File: src/sv/cln_pkg.sv
// Shared types, codes, constants and helper functions of the character LCD nibble formatter.
`timescale 1ns / 1ps

package cln_pkg;

	typedef enum logic [2:0] {
		CMD_BYTE  = 3'd0,
		CMD_CHAR  = 3'd1,
		CMD_HEX8  = 3'd2,
		CMD_HEX16 = 3'd3,
		CMD_DEC   = 3'd4,
		CMD_INIT  = 3'd5
	} cmd_t;

	localparam logic [7:0] LCD_DISP_ON   = 8'h0c;
	localparam logic [7:0] LCD_CMD_CLR   = 8'h01;
	localparam logic [7:0] LCD_INIT_A    = 8'h33;
	localparam logic [7:0] LCD_INIT_B    = 8'h32;
	localparam logic [7:0] CHR_PLUS      = 8'h2b;
	localparam logic [7:0] CHR_MINUS     = 8'h2d;
	localparam logic [7:0] CHR_ZERO      = 8'h30;
	localparam logic [7:0] CHR_HEX_ALPHA = 8'h37;
	localparam logic [31:0] DIV10_RECIP  = 32'd52429;
	localparam int DIV10_SHIFT           = 19;
	localparam int MAX_BYTES             = 6;

	// Payload that travels down the decimal pipeline.
	typedef struct packed {
		logic [2:0]       cmd;
		logic [15:0]      value;
		logic             neg;
		logic [15:0]      rem;
		logic [3:0][3:0]  digs;
	} pipe_t;

	// One decimal step: quotient and remainder of x / 10 by reciprocal multiply.
	function automatic logic [19:0] div10_step(input logic [15:0] x);
		logic [31:0] prod;
		logic [15:0] q;
		logic [15:0] r;
		prod = {16'b0, x} * DIV10_RECIP;
		q = {3'b0, prod[31:DIV10_SHIFT]};
		r = x - ((q << 3) + (q << 1));
		return {q, r[3:0]};
	endfunction

	function automatic logic [7:0] hex_char(input logic [3:0] d);
		return (d < 4'd10) ? (CHR_ZERO + {4'b0, d}) : (CHR_HEX_ALPHA + {4'b0, d});
	endfunction

endpackage

File: src/sv/cln_decode.sv
// Input stage: registers the request and forms the sign and magnitude of the decimal operand.
`timescale 1ns / 1ps

module cln_decode (
	input  logic            clk,
	input  logic            arst_n,
	input  logic            in_valid,
	output logic            in_ready,
	input  logic [2:0]      in_cmd,
	input  logic [15:0]     in_value,
	output logic            out_valid,
	input  logic            out_ready,
	output cln_pkg::pipe_t  out_data
);
	import cln_pkg::*;

	logic  valid_s1;
	pipe_t data_s1;

	assign in_ready  = !valid_s1 || out_ready;
	assign out_valid = valid_s1;
	assign out_data  = data_s1;

	always_ff @(posedge clk or negedge arst_n) begin
		if (!arst_n) begin
			valid_s1 <= 1'b0;
		end else if (in_ready) begin
			valid_s1 <= in_valid;
		end
	end

	always_ff @(posedge clk) begin
		if (in_ready && in_valid) begin
			data_s1.cmd   <= in_cmd;
			data_s1.value <= in_value;
			data_s1.neg   <= in_value[15];
			data_s1.rem   <= in_value[15] ? (~in_value + 16'd1) : in_value;
			data_s1.digs  <= '0;
		end
	end

endmodule

File: src/sv/cln_bcd_pipe.sv
// Four pipeline stages that peel one decimal digit each off the magnitude.
`timescale 1ns / 1ps

module cln_bcd_pipe (
	input  logic            clk,
	input  logic            arst_n,
	input  logic            in_valid,
	output logic            in_ready,
	input  cln_pkg::pipe_t  in_data,
	output logic            out_valid,
	input  logic            out_ready,
	output cln_pkg::pipe_t  out_data
);
	import cln_pkg::*;

	logic  valid_s2, valid_s3, valid_s4, valid_s5;
	pipe_t data_s2, data_s3, data_s4, data_s5;
	pipe_t nxt_s2, nxt_s3, nxt_s4, nxt_s5;
	logic  rdy_s2, rdy_s3, rdy_s4, rdy_s5;
	logic [19:0] st_s2, st_s3, st_s4, st_s5;

	assign rdy_s5 = !valid_s5 || out_ready;
	assign rdy_s4 = !valid_s4 || rdy_s5;
	assign rdy_s3 = !valid_s3 || rdy_s4;
	assign rdy_s2 = !valid_s2 || rdy_s3;
	assign in_ready  = rdy_s2;
	assign out_valid = valid_s5;
	assign out_data  = data_s5;

	assign st_s2 = div10_step(in_data.rem);
	assign st_s3 = div10_step(data_s2.rem);
	assign st_s4 = div10_step(data_s3.rem);
	assign st_s5 = div10_step(data_s4.rem);

	// Digits shift in at the low end, so the units digit ends up in the top slot.
	always_comb begin
		nxt_s2      = in_data;
		nxt_s2.rem  = st_s2[19:4];
		nxt_s2.digs = {in_data.digs[2:0], st_s2[3:0]};
		nxt_s3      = data_s2;
		nxt_s3.rem  = st_s3[19:4];
		nxt_s3.digs = {data_s2.digs[2:0], st_s3[3:0]};
		nxt_s4      = data_s3;
		nxt_s4.rem  = st_s4[19:4];
		nxt_s4.digs = {data_s3.digs[2:0], st_s4[3:0]};
		nxt_s5      = data_s4;
		nxt_s5.rem  = st_s5[19:4];
		nxt_s5.digs = {data_s4.digs[2:0], st_s5[3:0]};
	end

	always_ff @(posedge clk or negedge arst_n) begin
		if (!arst_n) begin
			valid_s2 <= 1'b0;
			valid_s3 <= 1'b0;
			valid_s4 <= 1'b0;
			valid_s5 <= 1'b0;
		end else begin
			if (rdy_s2) valid_s2 <= in_valid;
			if (rdy_s3) valid_s3 <= valid_s2;
			if (rdy_s4) valid_s4 <= valid_s3;
			if (rdy_s5) valid_s5 <= valid_s4;
		end
	end

	always_ff @(posedge clk) begin
		if (rdy_s2 && in_valid) begin
			data_s2 <= nxt_s2;
		end
		if (rdy_s3 && valid_s2) begin
			data_s3 <= nxt_s3;
		end
		if (rdy_s4 && valid_s3) begin
			data_s4 <= nxt_s4;
		end
		if (rdy_s5 && valid_s4) begin
			data_s5 <= nxt_s5;
		end
	end

`ifndef SYNTHESIS
	a_s2_hold: assert property (@(posedge clk) disable iff (!arst_n)
		valid_s2 && !rdy_s3 |=> valid_s2 && $stable(data_s2))
		else $error("stage 2 item lost during stall");
	a_s5_hold: assert property (@(posedge clk) disable iff (!arst_n)
		valid_s5 && !out_ready |=> valid_s5 && $stable(data_s5))
		else $error("stage 5 item lost during stall");
	a_digit_range: assert property (@(posedge clk) disable iff (!arst_n)
		valid_s3 |-> data_s3.digs[0] < 4'd10)
		else $error("decimal digit out of range");
`endif

endmodule

File: src/sv/cln_serializer.sv
// Builds the byte record of a request and sends it out one nibble per cycle while out_ready is high.
`timescale 1ns / 1ps

module cln_serializer (
	input  logic            clk,
	input  logic            arst_n,
	input  logic            in_valid,
	output logic            in_ready,
	input  cln_pkg::pipe_t  in_data,
	output logic            out_valid,
	input  logic            out_ready,
	output logic [3:0]      out_nibble,
	output logic            out_rs,
	output logic            out_last
);
	import cln_pkg::*;

	logic [MAX_BYTES-1:0][7:0] bytes_d, bytes_q;
	logic [2:0] nbytes_d;
	logic       rs_d, rs_q;
	logic       busy_q;
	logic [3:0] idx_q, lastidx_q;
	logic       at_last;
	logic [2:0] byte_sel;

	always_comb begin
		bytes_d  = '0;
		nbytes_d = 3'd0;
		rs_d     = 1'b1;
		case (in_data.cmd)
			CMD_BYTE: begin
				bytes_d[0] = in_data.value[7:0];
				nbytes_d   = 3'd1;
				rs_d       = 1'b0;
			end
			CMD_CHAR: begin
				bytes_d[0] = in_data.value[7:0];
				nbytes_d   = 3'd1;
			end
			CMD_HEX8: begin
				bytes_d[0] = hex_char(in_data.value[7:4]);
				bytes_d[1] = hex_char(in_data.value[3:0]);
				nbytes_d   = 3'd2;
			end
			CMD_HEX16: begin
				bytes_d[0] = hex_char(in_data.value[15:12]);
				bytes_d[1] = hex_char(in_data.value[11:8]);
				bytes_d[2] = hex_char(in_data.value[7:4]);
				bytes_d[3] = hex_char(in_data.value[3:0]);
				nbytes_d   = 3'd4;
			end
			CMD_DEC: begin
				bytes_d[0] = in_data.neg ? CHR_MINUS : CHR_PLUS;
				bytes_d[1] = CHR_ZERO + {4'b0, in_data.rem[3:0]};
				bytes_d[2] = CHR_ZERO + {4'b0, in_data.digs[0]};
				bytes_d[3] = CHR_ZERO + {4'b0, in_data.digs[1]};
				bytes_d[4] = CHR_ZERO + {4'b0, in_data.digs[2]};
				bytes_d[5] = CHR_ZERO + {4'b0, in_data.digs[3]};
				nbytes_d   = 3'd6;
			end
			CMD_INIT: begin
				bytes_d[0] = LCD_INIT_A;
				bytes_d[1] = LCD_INIT_B;
				bytes_d[2] = LCD_DISP_ON;
				bytes_d[3] = LCD_CMD_CLR;
				nbytes_d   = 3'd4;
				rs_d       = 1'b0;
			end
			default: begin
				nbytes_d = 3'd0;
			end
		endcase
	end

	assign at_last   = (idx_q == lastidx_q);
	assign in_ready  = !busy_q || (out_ready && at_last);
	assign byte_sel  = idx_q[3:1];
	assign out_valid = busy_q;
	assign out_nibble = idx_q[0] ? bytes_q[byte_sel][3:0] : bytes_q[byte_sel][7:4];
	assign out_rs    = rs_q;
	assign out_last  = at_last;

	always_ff @(posedge clk or negedge arst_n) begin
		if (!arst_n) begin
			busy_q    <= 1'b0;
			idx_q     <= 4'd0;
			lastidx_q <= 4'd0;
		end else if (in_valid && in_ready) begin
			busy_q    <= (nbytes_d != 3'd0);
			idx_q     <= 4'd0;
			lastidx_q <= {nbytes_d, 1'b0} - 4'd1;
		end else if (busy_q && out_ready) begin
			if (at_last) begin
				busy_q <= 1'b0;
			end else begin
				idx_q <= idx_q + 4'd1;
			end
		end
	end

	always_ff @(posedge clk) begin
		if (in_valid && in_ready) begin
			bytes_q <= bytes_d;
			rs_q    <= rs_d;
		end
	end

`ifndef SYNTHESIS
	a_idx_bound: assert property (@(posedge clk) disable iff (!arst_n)
		busy_q |-> idx_q <= lastidx_q)
		else $error("nibble index past end of record");
	a_run_cont: assert property (@(posedge clk) disable iff (!arst_n)
		busy_q && out_ready && !at_last |=> busy_q && idx_q == $past(idx_q) + 4'd1)
		else $error("run ended before its last nibble");
	a_even_run: assert property (@(posedge clk) disable iff (!arst_n)
		busy_q |-> lastidx_q[0])
		else $error("run length is not a whole number of bytes");
`endif

endmodule

File: src/sv/char_lcd_nibble_formatter.sv
// Top level of the character LCD nibble formatter: decode, decimal pipeline and serializer.
`timescale 1ns / 1ps

// Usage:
// A request enters on the slave stream (s_tvalid/s_tready) with its command code on s_tuser
// and its operand on s_tdata. It is expanded into 4-bit bus writes on the master stream
// (m_tvalid/m_tready/m_tdata/m_tuser/m_tlast), upper nibble of each byte first; m_tuser
// carries the register select. Run lengths in nibbles are: raw command 2, raw character 2,
// hex byte 4, hex word 8, signed decimal 12, init sequence 8. Unused command codes produce
// no write. m_tlast marks the final nibble of each request's run.
// Path: a request that is accepted passes one decode stage and four decimal digit stages
// and is then loaded into the serializer, which presents its first nibble. Each digit stage
// holds one 16x16 reciprocal multiply.
// Throughput: while m_tready is high the serializer sends one nibble per cycle and loads the
// next request in the same cycle as the last nibble goes out, so runs follow without gaps.
// Up to five requests wait in the pipeline behind the one being sent.
// Reset (arst_n low) clears all valid bits at once; no item is pending afterwards.
// When the receiver holds m_tready low, the current nibble stays on the port and every
// stage upstream holds its item, so nothing is lost or repeated.

module char_lcd_nibble_formatter (
	input  logic        clk,
	input  logic        arst_n,
	input  logic        s_tvalid,
	output logic        s_tready,
	input  logic [15:0] s_tdata,   // [15:0] value
	input  logic [2:0]  s_tuser,   // [2:0] command
	output logic        m_tvalid,
	input  logic        m_tready,
	output logic [7:0]  m_tdata,   // [3:0] nibble, [7:4] zero
	output logic        m_tuser,   // [0] reg_select
	output logic        m_tlast
);
	import cln_pkg::*;

	logic  dec_valid, dec_ready;
	pipe_t dec_data;
	logic  bcd_valid, bcd_ready;
	pipe_t bcd_data;
	logic [3:0] nibble;

	cln_decode u_decode (
		.clk       (clk),
		.arst_n    (arst_n),
		.in_valid  (s_tvalid),
		.in_ready  (s_tready),
		.in_cmd    (s_tuser),
		.in_value  (s_tdata),
		.out_valid (dec_valid),
		.out_ready (dec_ready),
		.out_data  (dec_data)
	);

	cln_bcd_pipe u_bcd (
		.clk       (clk),
		.arst_n    (arst_n),
		.in_valid  (dec_valid),
		.in_ready  (dec_ready),
		.in_data   (dec_data),
		.out_valid (bcd_valid),
		.out_ready (bcd_ready),
		.out_data  (bcd_data)
	);

	cln_serializer u_ser (
		.clk        (clk),
		.arst_n     (arst_n),
		.in_valid   (bcd_valid),
		.in_ready   (bcd_ready),
		.in_data    (bcd_data),
		.out_valid  (m_tvalid),
		.out_ready  (m_tready),
		.out_nibble (nibble),
		.out_rs     (m_tuser),
		.out_last   (m_tlast)
	);

	assign m_tdata = {4'b0000, nibble};

endmodule
File: config.mk
export PLATFORM = sky130hd
export DESIGN_NAME = char_lcd_nibble_formatter
export DESIGN_NICKNAME = d
export VERILOG_FILES = /design/src/sv/cln_pkg.sv /design/src/sv/cln_decode.sv /design/src/sv/cln_bcd_pipe.sv /design/src/sv/cln_serializer.sv /design/src/sv/char_lcd_nibble_formatter.sv
export SDC_FILE = /design/constraint.sdc
export NUM_CORES = 1
export LEC_CHECK = 0
export CORE_ASPECT_RATIO = 0.7
export CORE_MARGIN = 3
export CORE_UTILIZATION = 56
export CTS_BUF_LIST = sky130_fd_sc_hd__clkbuf_8 sky130_fd_sc_hd__clkbuf_16
export DETAILED_ROUTE_END_ITERATION = 8
export DONT_BUFFER_PORTS = 1
export PLACE_DENSITY_LB_ADDON = 0.25
export SETUP_SLACK_MARGIN = 0.2
export SYNTH_ARGS = -nofsm -noshare
export SYNTH_HDL_FRONTEND = slang
export SYNTH_SLANG_ARGS = --single-unit
File: constraint.sdc
create_clock -name clk -period 8 [get_ports clk]
set_input_delay 1.2 -clock clk [delete_from_list [all_inputs] [get_ports clk]]
set_output_delay 1.2 -clock clk [all_outputs]
set_load 0.05 [all_outputs]
==> results.cfg <==
[outcome]
outcome = finished clean

[sta]
hold_violations = 0
tightest_slew_ns = 1.08
finalCritPeriodShare = 0.784
fin_tns_setup_ns = 0
max_freq_mhz = 159
clock_skew_ns = 0.0170
slew_headroom = 0.259
drv_slew = 0
finalSetupViolCount = 0
period_minus_slack_ns = 6.27
rsz0062_at_grt = false

[finish]
num-fill-cells = 2723
final_cell_mix = 381 x inv_1, 346 x ha_1, 223 x edfxtp_1, 168 x fa_1, 63 x a21oi_1
layout_commonest_cell = inv_1
nets = 2243
antennaDiodeCount = 0
fin_util = 0.618
areaGrowthSynthToFinish_pct = 6.80
drive_gt1_frac = 0.0377

[die]
rows = 56
die_h_um = 163
pin_count = 35
die_x_um = 231
dieArea_sq_um = 37700
core_sq_um = 34200
initial_core_util = 0.579

[logic_synthesis]
synthFlopType = edfxtp_1
syn_area_per_cell_sq_um = 11.7
ys_ff_latch = 237
ys_seq_area_frac = 0.356
synth.distinct_cells = 68
ys_async_sr_fraction = 0.0591
synth_area_sq_um = 19800
syn_inst = 1694
synth-edff-count = 223
ys_warn_count = 0

[worst_setup_path]
cpMostUsedCell = fa_1
timing.rr.start = u_decode.out_data[20]
path_buf_inv = 4
path_depth = 21
crit_chain = ha_1 -> fa_1 -> inv_1 -> fa_1 -> fa_1 -> inv_1 -> fa_1 -> inv_1 -> fa_1 -> inv_1 -> ha_1 -> a21oi_1 -> o21ai_0 -> a2111oi_2 -> a21oi_1 -> xor2_1 -> ha_1 -> nand2_1 -> nand3b_1 -> xnor2_1 -> xnor2_1
critical_path.max_fanout = 6
critPathTopFamily = adder cells
slowest_stage = fa_1
critPathKind = flop to flop
r2r_end = u_bcd.data_s2[3]
worstRegToRegCells = 21
ff2ff_setup_slack_ns = 1.73
worstSetupStartpointType = flop
max_stage_delay_ns = 0.56
cp.arrival_ns = 6.56
worst-endpoint-required_ns = 8.29
crit_path_end_kind = flop

[route]
vias_per_cell = 5.44
drc = 0
routedWlPerCell_um = 17.8
dr.pass1.iters = 5
dr.max_layer_used = met4
first_iter_violations = 862
vias = 11900
route.met2.wl_mm = 16.7
wl_mm = 38.9
wl_met3_mm = 2.15
antenna_left = 0
wl_met1_mm = 19.6

[global_routing]
first_global_vias = 12100
grt_overflow = 0
antenna_found_initial = 0
gr-usage-all-layers = 0.214
grt_pass1_wl_mm = 63.8
grt_max_degree = 40

[clock_tree]
cts_tree = done
path_clk_slew_ns = 0.07
cts-hold-fix-buffers = 0
post_cts_buffers = 0
cts_made_buffers = 23
cts-htree-levels = 1
cts_max_path_buffers = 3
postCtsResizedCells = 0
cts.sinks = 237
cts_root_buf = clkbuf_16
clkLatencyLatePin_ns = 0.54

[min_path]
min_path_type = input port to asynchronous set/reset pin

[place]
gp_congestion = 0.962
io_buffers = 0
dp_hpwl_mm = 32.3

[run]
maxCapViolCount = 0
## per-layer routing
layer	track usage	vias up
met5	0	-
met4	0.0326	0
met3	0.0387	39
met2	0.319	264
met1	0.337	5829
li1	-	5767
## cells by family after synthesis
group / Yosys count / share of synthesized area
adders and majority gates: 514 / 0.389
AOI/OAI and AO/OA: 215 / 0.0700
and+or+nand+nor: 226 / 0.0572
buffers and inverters: 400 / 0.0767
DFF: 237 / 0.356
other: 1 / 0.000189
muxes: 19 / 0.0140
xor gates and xnor gates: 82 / 0.0374
## stage by stage
step | setup slack (ns) | hold WS, ns | area [sq um] | std cells
after floorplan | 2.17 | 0.400 | 19800 | 1697
after global placement | 1.85 | 0.400 | 20300 | 2145
after detailed placement | 1.77 | 0.405 | 20300 | 2145
after CTS | 1.73 | 0.334 | 21100 | 2186
after global routing | 1.31 | 0.330 | 21100 | 2186
final | 1.73 | 0.359 | 21100 | 2186
## final cells by class
cell class	instances	area (sq um)	area share
inverters	382	1430	0.0678
well taps	464	581	0.0275
flip-flops and latches	237	7050	0.333
clock buffers	23	576	0.0272
clock inverters	18	230	0.0109
repair buffers	2	15.0	0.000710
multi-input cells	1060	11300	0.533
## Yosys cell counts, types with 4 or more instances
library cell,instances,share of area
nand4_1,9,0.0028
buf_4,4,0.0015
fa_1,168,0.17
nand2_1,59,0.011
a21o_1,17,0.0064
and2_1,9,0.0028
o221ai_1,4,0.0018
ha_1,346,0.22
a221oi_1,6,0.0027
mux2i_1,12,0.0061
xnor2_1,58,0.026
nor3_1,15,0.0038
mux4_2,7,0.0080
a22o_1,4,0.0018
o22ai_1,8,0.0025
o21ai_0,52,0.013
nand3_1,22,0.0056
clkbuf_1,10,0.0019
dfrtp_1,14,0.018
edfxtp_1,223,0.34
o211ai_1,7,0.0027
a211o_1,4,0.0018
nor2_1,48,0.0091
a21oi_1,63,0.016
inv_1,380,0.072
xor2_1,22,0.0097
o31ai_1,5,0.0019
or3_1,5,0.0016
nor2b_1,13,0.0041
or2_2,7,0.0022
nand2b_1,12,0.0038
a211oi_1,9,0.0034
and3_1,11,0.0035
o21a_1,10,0.0038
## state kept, by name, summed over array words and instances, names as in the netlist
| register | cells |
|---|---|
| u_bcd.data_s2 | 36 |
| u_bcd.data_s3 | 37 |
| u_bcd.data_s4 | 38 |
| u_bcd.out_data | 39 |
| u_bcd.out_valid | 1 |
| u_bcd.valid_s2 | 1 |
| u_bcd.valid_s3 | 1 |
| u_bcd.valid_s4 | 1 |
| u_decode.out_data | 34 |
| u_decode.out_valid | 1 |
| u_ser.bytes_q | 38 |
| u_ser.idx_q | 4 |
| u_ser.lastidx_q | 4 |
| u_ser.out_rs | 1 |
| u_ser.out_valid | 1 |
## worst max-delay path by stage
stage / start / to / slack, ns
global placement: u_decode.out_data[24] / u_bcd.data_s2[3] / 1.85
CTS: u_decode.out_data[20] / u_bcd.data_s2[3] / 1.73
global route: u_decode.out_data[20] / u_bcd.data_s2[3] / 1.31
finish: u_decode.out_data[20] / u_bcd.data_s2[3] / 1.73
floorplan: u_decode.out_data[24] / u_bcd.data_s2[3] / 2.17
detailed placement: u_decode.out_data[20] / u_bcd.data_s2[3] / 1.77
Power is left out: the tool's default activity adds up to more than one toggle a clock period on the data nets, which glitch-free logic cannot reach.
